## src/idp_pkg.sv

```systemverilog
// Shared types, constants and microcode ROM of the integer digit and prime unit.
package idp_pkg;

  localparam int NUMBER_WIDTH_DEF = 16;
  localparam int VALUE_W          = 17;
  localparam int VERDICT_W        = 2;
  localparam int MODE_W           = 3;
  localparam int UPC_W            = 4;
  localparam int DIGIT_W          = 4;
  localparam int DIGIT_BASE       = 10;

  // floor(n / 10) == (n * RECIP_TEN) >> RECIP_SHIFT for every n below 2^32
  localparam logic [31:0] RECIP_TEN   = 32'hCCCC_CCCD;
  localparam int          RECIP_SHIFT = 35;

  localparam logic [VALUE_W-1:0] VALUE_MAX = {VALUE_W{1'b1}};

  // modes
  localparam logic [MODE_W-1:0] MODE_PARITY = 3'd0;
  localparam logic [MODE_W-1:0] MODE_PRIME  = 3'd1;
  localparam logic [MODE_W-1:0] MODE_PAL    = 3'd2;
  localparam logic [MODE_W-1:0] MODE_SIGN   = 3'd3;
  localparam logic [MODE_W-1:0] MODE_REV    = 3'd4;
  localparam logic [MODE_W-1:0] MODE_SUM    = 3'd5;

  // verdict codes
  localparam logic [VERDICT_W-1:0] VERDICT_NO   = 2'd0;
  localparam logic [VERDICT_W-1:0] VERDICT_YES  = 2'd1;
  localparam logic [VERDICT_W-1:0] SIGN_POS     = 2'd0;
  localparam logic [VERDICT_W-1:0] SIGN_NEG     = 2'd1;
  localparam logic [VERDICT_W-1:0] SIGN_ZERO    = 2'd2;

  typedef logic [UPC_W-1:0] upc_t;

  typedef enum logic [3:0] {
    OP_NOP,
    OP_SET_PARITY,
    OP_SET_SIGN,
    OP_PRIME_INIT,
    OP_DIV_DSR,
    OP_DIV_TEN,
    OP_TEN_REM,
    OP_PRIME_NEXT,
    OP_SET_YES,
    OP_DIGIT,
    OP_DIGIT_END,
    OP_FINISH
  } uop_t;

  typedef enum logic [2:0] {
    COND_NEXT,
    COND_ALWAYS,
    COND_LT2,
    COND_SQ_GT_N,
    COND_DIV_BUSY,
    COND_REM_ZERO,
    COND_N_ZERO,
    COND_OUT_FULL
  } cond_t;

  typedef struct packed {
    uop_t  op;
    cond_t cond;
    upc_t  target;
  } ctrl_word_t;

  // program step addresses
  localparam upc_t STEP_PARITY  = 4'd0;
  localparam upc_t STEP_SIGN    = 4'd1;
  localparam upc_t STEP_PRIME   = 4'd2;
  localparam upc_t STEP_PLOOP   = 4'd3;
  localparam upc_t STEP_PDIV    = 4'd4;
  localparam upc_t STEP_PWAIT   = 4'd5;
  localparam upc_t STEP_PTEST   = 4'd6;
  localparam upc_t STEP_PNEXT   = 4'd7;
  localparam upc_t STEP_PYES    = 4'd8;
  localparam upc_t STEP_DIGITS  = 4'd9;
  localparam upc_t STEP_DDIV    = 4'd10;
  localparam upc_t STEP_DREM    = 4'd11;
  localparam upc_t STEP_DACC    = 4'd12;
  localparam upc_t STEP_DEND    = 4'd13;
  localparam upc_t STEP_FINISH  = 4'd14;

  function automatic ctrl_word_t ucode_rom(input upc_t upc);
    ctrl_word_t w;
    w = '{op: OP_NOP, cond: COND_ALWAYS, target: STEP_FINISH};
    case (upc)
      STEP_PARITY: w = '{op: OP_SET_PARITY, cond: COND_ALWAYS,   target: STEP_FINISH};
      STEP_SIGN:   w = '{op: OP_SET_SIGN,   cond: COND_ALWAYS,   target: STEP_FINISH};
      STEP_PRIME:  w = '{op: OP_PRIME_INIT, cond: COND_LT2,      target: STEP_FINISH};
      STEP_PLOOP:  w = '{op: OP_NOP,        cond: COND_SQ_GT_N,  target: STEP_PYES};
      STEP_PDIV:   w = '{op: OP_DIV_DSR,    cond: COND_NEXT,     target: STEP_PWAIT};
      STEP_PWAIT:  w = '{op: OP_NOP,        cond: COND_DIV_BUSY, target: STEP_PWAIT};
      STEP_PTEST:  w = '{op: OP_NOP,        cond: COND_REM_ZERO, target: STEP_FINISH};
      STEP_PNEXT:  w = '{op: OP_PRIME_NEXT, cond: COND_ALWAYS,   target: STEP_PLOOP};
      STEP_PYES:   w = '{op: OP_SET_YES,    cond: COND_ALWAYS,   target: STEP_FINISH};
      STEP_DIGITS: w = '{op: OP_NOP,        cond: COND_N_ZERO,   target: STEP_DEND};
      STEP_DDIV:   w = '{op: OP_DIV_TEN,    cond: COND_NEXT,     target: STEP_DREM};
      STEP_DREM:   w = '{op: OP_TEN_REM,    cond: COND_NEXT,     target: STEP_DACC};
      STEP_DACC:   w = '{op: OP_DIGIT,      cond: COND_ALWAYS,   target: STEP_DIGITS};
      STEP_DEND:   w = '{op: OP_DIGIT_END,  cond: COND_ALWAYS,   target: STEP_FINISH};
      STEP_FINISH: w = '{op: OP_FINISH,     cond: COND_OUT_FULL, target: STEP_FINISH};
      default:     w = '{op: OP_NOP,        cond: COND_ALWAYS,   target: STEP_FINISH};
    endcase
    return w;
  endfunction

  // first program step for each mode; unused modes go straight to the result
  function automatic upc_t mode_entry(input logic [MODE_W-1:0] mode);
    upc_t e;
    case (mode) inside
      MODE_PARITY:                  e = STEP_PARITY;
      MODE_SIGN:                    e = STEP_SIGN;
      MODE_PRIME:                   e = STEP_PRIME;
      MODE_PAL, MODE_REV, MODE_SUM: e = STEP_DIGITS;
      default:                      e = STEP_FINISH;
    endcase
    return e;
  endfunction

endpackage

```

## src/idp_in_if.sv

```systemverilog
// Input channel interface: mode and operand with valid/ready.
interface idp_in_if
  import idp_pkg::*;
#(
  parameter int NUMBER_WIDTH = NUMBER_WIDTH_DEF
) ();
  logic                           valid;
  logic                           ready;
  logic [MODE_W-1:0]              mode;
  logic signed [NUMBER_WIDTH-1:0] number;

  modport source (output valid, output mode, output number, input ready);
  modport sink   (input valid, input mode, input number, output ready);
endinterface

```

## src/idp_out_if.sv

```systemverilog
// Result channel interface: verdict and value with valid/ready.
interface idp_out_if
  import idp_pkg::*;
();
  logic                 valid;
  logic                 ready;
  logic [VERDICT_W-1:0] verdict;
  logic [VALUE_W-1:0]   value;

  modport source (output valid, output verdict, output value, input ready);
  modport sink   (input valid, input verdict, input value, output ready);
endinterface

```

## src/idp_div.sv

```systemverilog
// Restoring radix-2 divider, one quotient bit per cycle.
module idp_div
  import idp_pkg::*;
#(
  parameter int NUMBER_WIDTH = NUMBER_WIDTH_DEF
) (
  input  logic                    clk,
  input  logic                    rst_n,
  input  logic                    start,
  input  logic [NUMBER_WIDTH-1:0] dividend,
  input  logic [NUMBER_WIDTH-1:0] divisor,
  output logic                    busy,
  output logic [NUMBER_WIDTH-1:0] rem
);

  localparam int CNT_W = $clog2(NUMBER_WIDTH + 1);

  logic                    busy_r;
  logic [CNT_W-1:0]        cnt_r;
  logic [NUMBER_WIDTH-1:0] quot_r;
  logic [NUMBER_WIDTH-1:0] rem_r;
  logic [NUMBER_WIDTH-1:0] dsr_r;
  logic [NUMBER_WIDTH:0]   shifted;
  logic [NUMBER_WIDTH:0]   diff;
  logic                    fits;

  assign shifted = {rem_r, quot_r[NUMBER_WIDTH-1]};
  assign diff    = shifted - {1'b0, dsr_r};
  assign fits    = shifted >= {1'b0, dsr_r};

  always_ff @(posedge clk) begin
    if (!rst_n) begin
      busy_r <= 1'b0;
    end else if (start) begin
      busy_r <= 1'b1;
    end else if (busy_r && cnt_r == CNT_W'(1)) begin
      busy_r <= 1'b0;
    end
  end

  always_ff @(posedge clk) begin
    if (start) begin
      cnt_r  <= CNT_W'(NUMBER_WIDTH);
      quot_r <= dividend;
      rem_r  <= '0;
      dsr_r  <= divisor;
    end else if (busy_r) begin
      cnt_r <= cnt_r - CNT_W'(1);
      if (fits) begin
        rem_r  <= diff[NUMBER_WIDTH-1:0];
        quot_r <= {quot_r[NUMBER_WIDTH-2:0], 1'b1};
      end else begin
        rem_r  <= shifted[NUMBER_WIDTH-1:0];
        quot_r <= {quot_r[NUMBER_WIDTH-2:0], 1'b0};
      end
    end
  end

  assign busy = busy_r;
  assign rem  = rem_r;

endmodule

```

## src/integer_digit_and_prime_unit_core.sv

```systemverilog
// Top level: microcoded parity / prime / palindrome / sign / reverse / digit-sum unit.
//
//   channel  dir  handshake          payload
//   in_ch    in   valid/ready        mode[2:0], number[NUMBER_WIDTH-1:0] signed
//   out_ch   out  valid/ready        verdict[1:0], value[16:0]
//
// The divide by ten in the digit modes is a reciprocal multiply, the remainder a
// shift-and-subtract. Prime mode tries divisors d while d*d <= number on the
// restoring divider; a 16-bit prime near the top tries about 180 divisors.
// Reset (rst_n low, synchronous) idles the sequencer and drops out_ch.valid.
// in_ch.ready is high whenever no transaction is being worked on, even while a
// finished result waits in the output register; a stalled output holds the
// sequencer on its last step until the register frees up.
module integer_digit_and_prime_unit_core
  import idp_pkg::*;
#(
  parameter int NUMBER_WIDTH = NUMBER_WIDTH_DEF
) (
  input  logic      clk,
  input  logic      rst_n,
  idp_in_if.sink    in_ch,
  idp_out_if.source out_ch
);

  localparam int CMP_W = (NUMBER_WIDTH > VALUE_W) ? NUMBER_WIDTH : VALUE_W;
  localparam int EXT_W = CMP_W + 4;
  localparam logic [CMP_W-1:0] ACC_MAX = {CMP_W{1'b1}};

  typedef enum logic [1:0] {
    ST_IDLE = 2'b01,
    ST_RUN  = 2'b10
  } state_t;

  state_t state_r, state_nxt;
  upc_t   upc_r, upc_nxt;

  // working registers
  logic [MODE_W-1:0]       mode_r;
  logic [NUMBER_WIDTH-1:0] raw_r;     // operand as received
  logic                    neg_r;
  logic [NUMBER_WIDTH-1:0] n_r;       // operand if non-negative, else zero; shrinks in digit modes
  logic [NUMBER_WIDTH-1:0] d_r;       // trial divisor
  logic [NUMBER_WIDTH:0]   sq_r;      // d_r squared
  logic [NUMBER_WIDTH-1:0] q10_r;     // n_r / 10
  logic [DIGIT_W-1:0]      digit_r;   // n_r % 10
  logic [CMP_W-1:0]        acc_r;     // reversal or digit sum
  logic                    ovf_r;     // reversal exceeds the accumulator
  logic [VERDICT_W-1:0]    verdict_r;
  logic [VALUE_W-1:0]      value_r;

  // output register
  logic                    out_valid_r;
  logic [VERDICT_W-1:0]    out_verdict_r;
  logic [VALUE_W-1:0]      out_value_r;

  ctrl_word_t              ctrl;
  logic                    run;
  logic                    accept;
  logic                    cond_true;
  logic                    finish_fire;
  logic                    div_start;
  logic                    div_busy;
  logic [NUMBER_WIDTH-1:0] div_rem;
  logic [NUMBER_WIDTH+31:0] ten_prod;
  logic [NUMBER_WIDTH-1:0] ten_rem;
  logic [EXT_W-1:0]        rev_ext;
  logic                    pal_match;

  assign run    = (state_r == ST_RUN);
  assign accept = in_ch.valid && in_ch.ready;
  assign ctrl   = ucode_rom(upc_r);

  assign in_ch.ready = (state_r == ST_IDLE);

  // ---- divider: trial divisor in prime mode ----
  assign div_start = run && (ctrl.op == OP_DIV_DSR);

  idp_div #(
    .NUMBER_WIDTH (NUMBER_WIDTH)
  ) u_div (
    .clk      (clk),
    .rst_n    (rst_n),
    .start    (div_start),
    .dividend (n_r),
    .divisor  (d_r),
    .busy     (div_busy),
    .rem      (div_rem)
  );

  // ---- divide by ten: reciprocal multiply, then n - 8q - 2q ----
  assign ten_prod = {32'd0, n_r} * {{NUMBER_WIDTH{1'b0}}, RECIP_TEN};
  assign ten_rem  = n_r - (q10_r << 3) - (q10_r << 1);

  // ---- jump condition ----
  always_comb begin
    case (ctrl.cond)
      COND_NEXT:     cond_true = 1'b0;
      COND_ALWAYS:   cond_true = 1'b1;
      COND_LT2:      cond_true = (n_r < NUMBER_WIDTH'(2));
      COND_SQ_GT_N:  cond_true = (sq_r > {1'b0, n_r});
      COND_DIV_BUSY: cond_true = div_busy;
      COND_REM_ZERO: cond_true = (div_rem == '0);
      COND_N_ZERO:   cond_true = (n_r == '0);
      COND_OUT_FULL: cond_true = out_valid_r && !out_ch.ready;
      default:       cond_true = 1'b0;
    endcase
  end

  assign finish_fire = run && (ctrl.op == OP_FINISH) && !cond_true;

  // ---- sequencer ----
  always_comb begin
    state_nxt = state_r;
    upc_nxt   = upc_r;
    if (accept) begin
      state_nxt = ST_RUN;
      upc_nxt   = mode_entry(in_ch.mode);
    end else if (finish_fire) begin
      state_nxt = ST_IDLE;
    end else if (run) begin
      upc_nxt = cond_true ? ctrl.target : upc_r + upc_t'(1);
    end
  end

  always_ff @(posedge clk) begin
    if (!rst_n) begin
      state_r <= ST_IDLE;
      upc_r   <= STEP_FINISH;
    end else begin
      state_r <= state_nxt;
      upc_r   <= upc_nxt;
    end
  end

  // ---- datapath ----
  assign rev_ext   = (EXT_W'(acc_r) << 3) + (EXT_W'(acc_r) << 1) + EXT_W'(digit_r);
  // a palindrome's reversal fits the operand, so an overflowed one never matches
  assign pal_match = !ovf_r && !neg_r && (acc_r == CMP_W'(raw_r));

  always_ff @(posedge clk) begin
    if (accept) begin
      mode_r    <= in_ch.mode;
      raw_r     <= in_ch.number;
      neg_r     <= in_ch.number[NUMBER_WIDTH-1];
      n_r       <= in_ch.number[NUMBER_WIDTH-1] ? '0 : in_ch.number;
      acc_r     <= '0;
      ovf_r     <= 1'b0;
      verdict_r <= VERDICT_NO;
      value_r   <= '0;
    end else if (run) begin
      case (ctrl.op)
        OP_SET_PARITY: verdict_r <= {1'b0, raw_r[0]};
        OP_SET_SIGN: begin
          if (neg_r) begin
            verdict_r <= SIGN_NEG;
          end else if (raw_r == '0) begin
            verdict_r <= SIGN_ZERO;
          end else begin
            verdict_r <= SIGN_POS;
          end
        end
        OP_PRIME_INIT: begin
          d_r  <= NUMBER_WIDTH'(2);
          sq_r <= (NUMBER_WIDTH + 1)'(4);
        end
        OP_PRIME_NEXT: begin
          // (d+1)^2 = d^2 + 2d + 1
          d_r  <= d_r + NUMBER_WIDTH'(1);
          sq_r <= sq_r + {d_r, 1'b1};
        end
        OP_SET_YES: verdict_r <= VERDICT_YES;
        OP_DIV_TEN: q10_r <= NUMBER_WIDTH'(ten_prod[NUMBER_WIDTH+31:RECIP_SHIFT]);
        OP_TEN_REM: digit_r <= ten_rem[DIGIT_W-1:0];
        OP_DIGIT: begin
          n_r <= q10_r;
          if (mode_r == MODE_SUM) begin
            acc_r <= acc_r + CMP_W'(digit_r);
          end else if (ovf_r || rev_ext > EXT_W'(ACC_MAX)) begin
            acc_r <= ACC_MAX;
            ovf_r <= 1'b1;
          end else begin
            acc_r <= rev_ext[CMP_W-1:0];
          end
        end
        OP_DIGIT_END: begin
          if (mode_r == MODE_PAL) begin
            verdict_r <= pal_match ? VERDICT_YES : VERDICT_NO;
          end else if (ovf_r || acc_r > CMP_W'(VALUE_MAX)) begin
            value_r <= VALUE_MAX;
          end else begin
            value_r <= acc_r[VALUE_W-1:0];
          end
        end
        default: ;
      endcase
    end
  end

  // ---- output register ----
  always_ff @(posedge clk) begin
    if (!rst_n) begin
      out_valid_r <= 1'b0;
    end else if (finish_fire) begin
      out_valid_r <= 1'b1;
    end else if (out_ch.ready) begin
      out_valid_r <= 1'b0;
    end
  end

  always_ff @(posedge clk) begin
    if (finish_fire) begin
      out_verdict_r <= verdict_r;
      out_value_r   <= value_r;
    end
  end

  assign out_ch.valid   = out_valid_r;
  assign out_ch.verdict = out_verdict_r;
  assign out_ch.value   = out_value_r;

  // ---- assertions ----
  a_accept_runs: assert property (@(posedge clk) disable iff (!rst_n)
    accept |=> state_r == ST_RUN)
    else $error("sequencer did not start after input transaction");

  a_div_idle_start: assert property (@(posedge clk) disable iff (!rst_n)
    div_start |-> !div_busy)
    else $error("divider restarted while busy");

  a_div_quiet_idle: assert property (@(posedge clk) disable iff (!rst_n)
    state_r == ST_IDLE |-> !div_busy)
    else $error("divider busy while sequencer idle");

  a_finish_loads: assert property (@(posedge clk) disable iff (!rst_n)
    finish_fire |=> out_valid_r && state_r == ST_IDLE)
    else $error("finished transaction not presented");

  a_ovf_saturates: assert property (@(posedge clk) disable iff (!rst_n)
    ovf_r |-> acc_r == ACC_MAX)
    else $error("reversal overflow without saturation");

endmodule

```

## src/flat_wrapper.sv

```systemverilog
// flat-port wrapper written by rule: the top's interface ports become plain ports
module integer_digit_and_prime_unit_core_flat import idp_pkg::*;
#(
  parameter int NUMBER_WIDTH = NUMBER_WIDTH_DEF
)
  (clk, rst_n, in_ch_valid, in_ch_mode, in_ch_number, in_ch_ready, out_ch_valid, out_ch_verdict, out_ch_value, out_ch_ready);
  idp_in_if #(.NUMBER_WIDTH(NUMBER_WIDTH)) in_ch_i ();
  idp_out_if out_ch_i ();
  input  logic clk;
  input  logic rst_n;
  input wire logic [$bits(in_ch_i.valid)-1:0] in_ch_valid;
  input wire logic [$bits(in_ch_i.mode)-1:0] in_ch_mode;
  input wire logic [$bits(in_ch_i.number)-1:0] in_ch_number;
  output wire logic [$bits(in_ch_i.ready)-1:0] in_ch_ready;
  output wire logic [$bits(out_ch_i.valid)-1:0] out_ch_valid;
  output wire logic [$bits(out_ch_i.verdict)-1:0] out_ch_verdict;
  output wire logic [$bits(out_ch_i.value)-1:0] out_ch_value;
  input wire logic [$bits(out_ch_i.ready)-1:0] out_ch_ready;
  assign in_ch_i.valid = in_ch_valid;
  assign in_ch_i.mode = in_ch_mode;
  assign in_ch_i.number = in_ch_number;
  assign in_ch_ready = in_ch_i.ready;
  assign out_ch_valid = out_ch_i.valid;
  assign out_ch_verdict = out_ch_i.verdict;
  assign out_ch_value = out_ch_i.value;
  assign out_ch_i.ready = out_ch_ready;
  integer_digit_and_prime_unit_core #(.NUMBER_WIDTH(NUMBER_WIDTH)) u_core (.clk(clk), .rst_n(rst_n), .in_ch(in_ch_i), .out_ch(out_ch_i));
endmodule
```

## config.mk

```make
export PLATFORM = sky130hd
export DESIGN_NAME = integer_digit_and_prime_unit_core_flat
export DESIGN_NICKNAME = d
export VERILOG_FILES = /design/src/idp_pkg.sv /design/src/idp_in_if.sv /design/src/idp_out_if.sv /design/src/idp_div.sv /design/src/integer_digit_and_prime_unit_core.sv /design/src/flat_wrapper.sv
export SDC_FILE = /design/constraint.sdc
export NUM_CORES = 1
export LEC_CHECK = 0
export BUFFER_PORTS_ARGS = -buffer_cell sky130_fd_sc_hd__buf_2
export CAP_MARGIN = 40
export CORE_ASPECT_RATIO = 1.25
export CORE_MARGIN = 10
export CORE_UTILIZATION = 55
export CTS_BUF_LIST = sky130_fd_sc_hd__clkbuf_4
export DETAILED_ROUTE_END_ITERATION = 8
export GPL_TIMING_DRIVEN = 0
export PLACE_DENSITY = 0.72
export SLEW_MARGIN = 25
export SYNTH_ARGS = -nofsm -noshare
export SYNTH_HDL_FRONTEND = slang
export SYNTH_SLANG_ARGS = --single-unit
```

## constraint.sdc

```tcl
create_clock -name clk -period 7.3 [get_ports clk]
set_input_delay 2.19 -clock clk [delete_from_list [all_inputs] [get_ports clk]]
set_output_delay 2.19 -clock clk [all_outputs]
set_load 0.005 [all_outputs]
```

==> flow_metrics.env <==
export IMPL_outcome="complete, but fails checks"
export IMPL_violations="design-rule violations"
export IMPL_final_nets=2067
export IMPL_die_h_um=212
export IMPL_synth_warnings=0
export IMPL_cts_hold_buf=0
export IMPL_hold_violations=0
export IMPL_synth_edff_count=135
export IMPL_yosysSeqAreaShare_pct=34.6
export IMPL_utilization_pct=60.3
export IMPL_crit_chain="inv_1, ha_1, ha_1, a21oi_1, xnor2_1, ha_1, fa_1, inv_1, fa_1, fa_1, inv_1, ha_1, a211oi_1, o21ai_0, a31o_2, a31o_2, a21o_1, o31ai_1, a31oi_1, and4_1, nor3_1"
export IMPL_io_buffers=42
export IMPL_vias_per_cell=5.65
export IMPL_mostFrequentLayoutCells="ha_1 (235), inv_1 (188), edfxtp_1 (135), nand2_1 (127), nor2_1 (112)"
export IMPL_cp_endpoint="u_core.q10_r[12]"
export IMPL_grt_pass1_vias=12700
export IMPL_antenna_found_initial=1
export IMPL_htreeDepth=2
export IMPL_rows=70
export IMPL_syn_inst=1637
export IMPL_critPathMaxFanout=5
export IMPL_criticalPathCategory="register to register"
export IMPL_vdd_drop_max_mv=0.908
export IMPL_start_util_pct=55.5
export IMPL_p_leak_uw=0.00797
export IMPL_root_buffer="clkbuf_4"
export IMPL_final_cells=2176
export IMPL_hpwl_mm=29.4
export IMPL_cts_resized=0
export IMPL_crit_required_ns=7.83
export IMPL_area_growth_pct=8.79
export IMPL_place_congestion=0.884
export IMPL_finalSetupViolations=0
export IMPL_power_frac_clock_pct=13.9
export IMPL_synth_flop_cell="edfxtp_1"
export IMPL_ys_async_sr_fraction_pct=0
export IMPL_crit_top_cell="ha_1"
export IMPL_setup_tns_ns=0
export IMPL_ff_latch_area_sq_mm=0.00560
export IMPL_cts_max_path_buffers=3
export IMPL_hp_class="register to register"
export IMPL_p_sw_share_pct=45.1
export IMPL_yosysUniqueCellTypes=80
export IMPL_powerDensity_mw_per_mm2=397
export IMPL_routed_wl_mm=37.2
export IMPL_ys_seq_elements=212
export IMPL_min_period_ns=6.49
export IMPL_wl_per_cell_um=17.1
export IMPL_r2r_setup_slack_ns=0.81
export IMPL_drive_gt1_share_pct=9.50
export IMPL_rsz0062_at_grt="false"
export IMPL_end_kind="register"
export IMPL_grt_max_degree=29
export IMPL_intPower_uw=3830
export IMPL_synth_area_leaders="edfxtp_1 (25%), ha_1 (18%), dfxtp_1 (9.5%)"
export IMPL_die_w_um=173
export IMPL_critical_path_slowest_cell="fa_1"
export IMPL_synth_fp_nets=1964
export IMPL_overflow=0
export IMPL_fin_crit_sh_pct=88.9
export IMPL_antenna_left=0
export IMPL_syn_area_sq_mm=0.0162
export IMPL_seq_power_share_pct=22.8
export IMPL_fill_cells=2509
export IMPL_grt_first_pass_wirelength_mm=62.2
export IMPL_path_clk_slew_ns=0.07
export IMPL_cts_buffers=52
export IMPL_slowest_delay_ns=0.55
export IMPL_core_area_sq_mm=0.0292
export IMPL_first_pass_iters=7
export IMPL_clk_latency_ns=0.70
export IMPL_drv_slew=0
export IMPL_yosysTopAreaCellShare_pct=25.1
export IMPL_multi_input_area_sq_mm=0.00969
export IMPL_synth_top_area_cell="edfxtp_1"
export IMPL_dieArea_sq_mm=0.0367
export IMPL_cts_setup_buffers=0
export IMPL_drt_first_iter_violations=549
export IMPL_reg2reg_depth=21
export IMPL_fin_skew_ns=0.0299
export IMPL_cts_tree="done"
export IMPL_cts_sinks=212
export IMPL_cap_violations=0
export IMPL_drc=1
export IMPL_grt_total_usage_pct=20.4
export IMPL_fmax_mhz=154
export IMPL_synth_area_per_cell_sq_um=9.88
export IMPL_placedCellCount=2081
export IMPL_maxSlewHeadroom_pct=46.3
export IMPL_crit_arrival_ns=7.02
export IMPL_mostFrequentLayoutCell="ha_1"
export IMPL_p_switching_uw=3160
export IMPL_tightest_slew_ns=0.801
export IMPL_ios=44
export IMPL_worstHoldStart="u_core.value_r[6]"
export IMPL_r2r_end="u_core.q10_r[12]"
export IMPL_vias=12300
export IMPL_startpoint="u_core.n_r[8]"
export IMPL_reg2reg_from="u_core.n_r[8]"
export IMPL_startpoint_type="register"
export IMPL_comb_power_share_pct=63.2
[power groups by stage]
| stage | registers [uW] | clock network (uW) | logic (uW) |
|---|---|---|---|
| 3_3_place_gp | 1620 | 0 | 4310 |
| 5_1_grt | 1610 | 1060 | 5150 |
| 2_1_floorplan | 1570 | 0 | 3410 |
| 4_1_cts | 1590 | 1000 | 4480 |
| 3_5_place_dp | 1620 | 0 | 4440 |
| 6_report | 1600 | 975 | 4420 |
[cell type report]
type	count	share of cell area [%]
Tap cell	396	2.82
Sequential cell	212	31.8
Multi-Input combinational cell	1191	55.1
Buffer	42	0.988
Antenna cell	1	0.0142
Clock buffer	69	2.94
Inverter	192	4.12
Clock inverter	24	0.718
Timing Repair Buffer	49	1.52
[Yosys cell counts, types with 11 or more instances]
cell type	instances
nand2_1	127
fa_1	69
nor2b_1	16
nand3b_1	16
a31oi_1	14
xnor2_1	54
nor3_1	19
nor2_1	112
o21a_1	11
a21o_1	27
clkbuf_1	35
o21ai_0	83
mux2i_1	14
ha_1	235
a211oi_1	30
inv_1	188
nor4_1	16
edfxtp_1	135
xor2_1	40
a21oi_1	90
nand3_1	30
nand4_1	22
or3_1	15
dfxtp_1	77
and3_1	12
[per-stage QoR]
step / hold slack [ns] / setup WS [ns] / cell area (sq um) / power (uW)
2_1_floorplan: 0.408 / 1.51 / 16200 / 4980
3_3_place_gp: 0.414 / 0.925 / 16900 / 5920
3_5_place_dp: 0.418 / 0.846 / 16900 / 6060
4_1_cts: 0.434 / 0.811 / 17600 / 7070
5_1_grt: 0.449 / 0.473 / 17600 / 7810
6_report: 0.431 / 0.810 / 17600 / 6990
[sequential cells by signal (all words and copies together), names as in the netlist, 3 cells and up]
signal	cells
u_core.acc_r	17
u_core.out_ch.value	17
u_core.sq_r	17
u_core.value_r	17
u_core.d_r	16
u_core.u_div.dsr_r	16
u_core.u_div.quot_r	16
u_core.u_div.rem	16
u_core.n_r	15
u_core.raw_r	15
u_core.q10_r	13
u_core.ctrl	11
u_core.u_div.cnt_r	5
u_core.digit_r	4
u_core.upc_r	4
u_core.mode_r	3
[worst min-delay path by stage]
stage / to / depth (start not counted)
floorplan: u_core.out_ch.verdict[1] / 0
CTS: u_core.out_ch.value[7] / 0
global route: u_core.out_ch.value[7] / 0
detailed placement: u_core.out_ch.value[14] / 0
finish: u_core.out_ch.value[6] / 0
global placement: u_core.out_ch.value[8] / 0
[worst max-delay path: cells and delay by family, from the launching register on]
family / cells / cell delay, ns
AND/OR/NAND/NOR: 2 / 0.45
flip-flops: 1 / 0.50
AO/OA/AOI/OAI: 8 / 2.04
XOR/XNOR: 1 / 0.14
adder cells (fa/ha/maj): 7 / 2.96
buffers and inverters: 3 / 0.26
[layer usage]
| metal | vias up | global-route usage (%) | routed length [um] | part of all wire (%) |
|---|---|---|---|---|
| met5 | - | 0 | 0 | 0 |
| met4 | 0 | 7.39 | 966 | 2.6 |
| met2 | 268 | 37.5 | 19400 | 52 |
| li1 | 6045 | - | - | - |
| met3 | 59 | 3.05 | 1600 | 4.3 |
| met1 | 5915 | 23.6 | 15200 | 41 |
[kinds of logic after synthesis]
logic type	count (synthesis)	share of synthesized area [%]
multiplexers	19	1.26
AO/OA/AOI/OAI	339	13.5
adder cells (fa/ha/maj)	304	26.7
AND/OR/NAND/NOR	434	13.2
buffers and inverters	234	5.55
XOR/XNOR	95	5.19
flip-flops	212	34.6
Note: power is estimated with default switching activity, not from simulation.
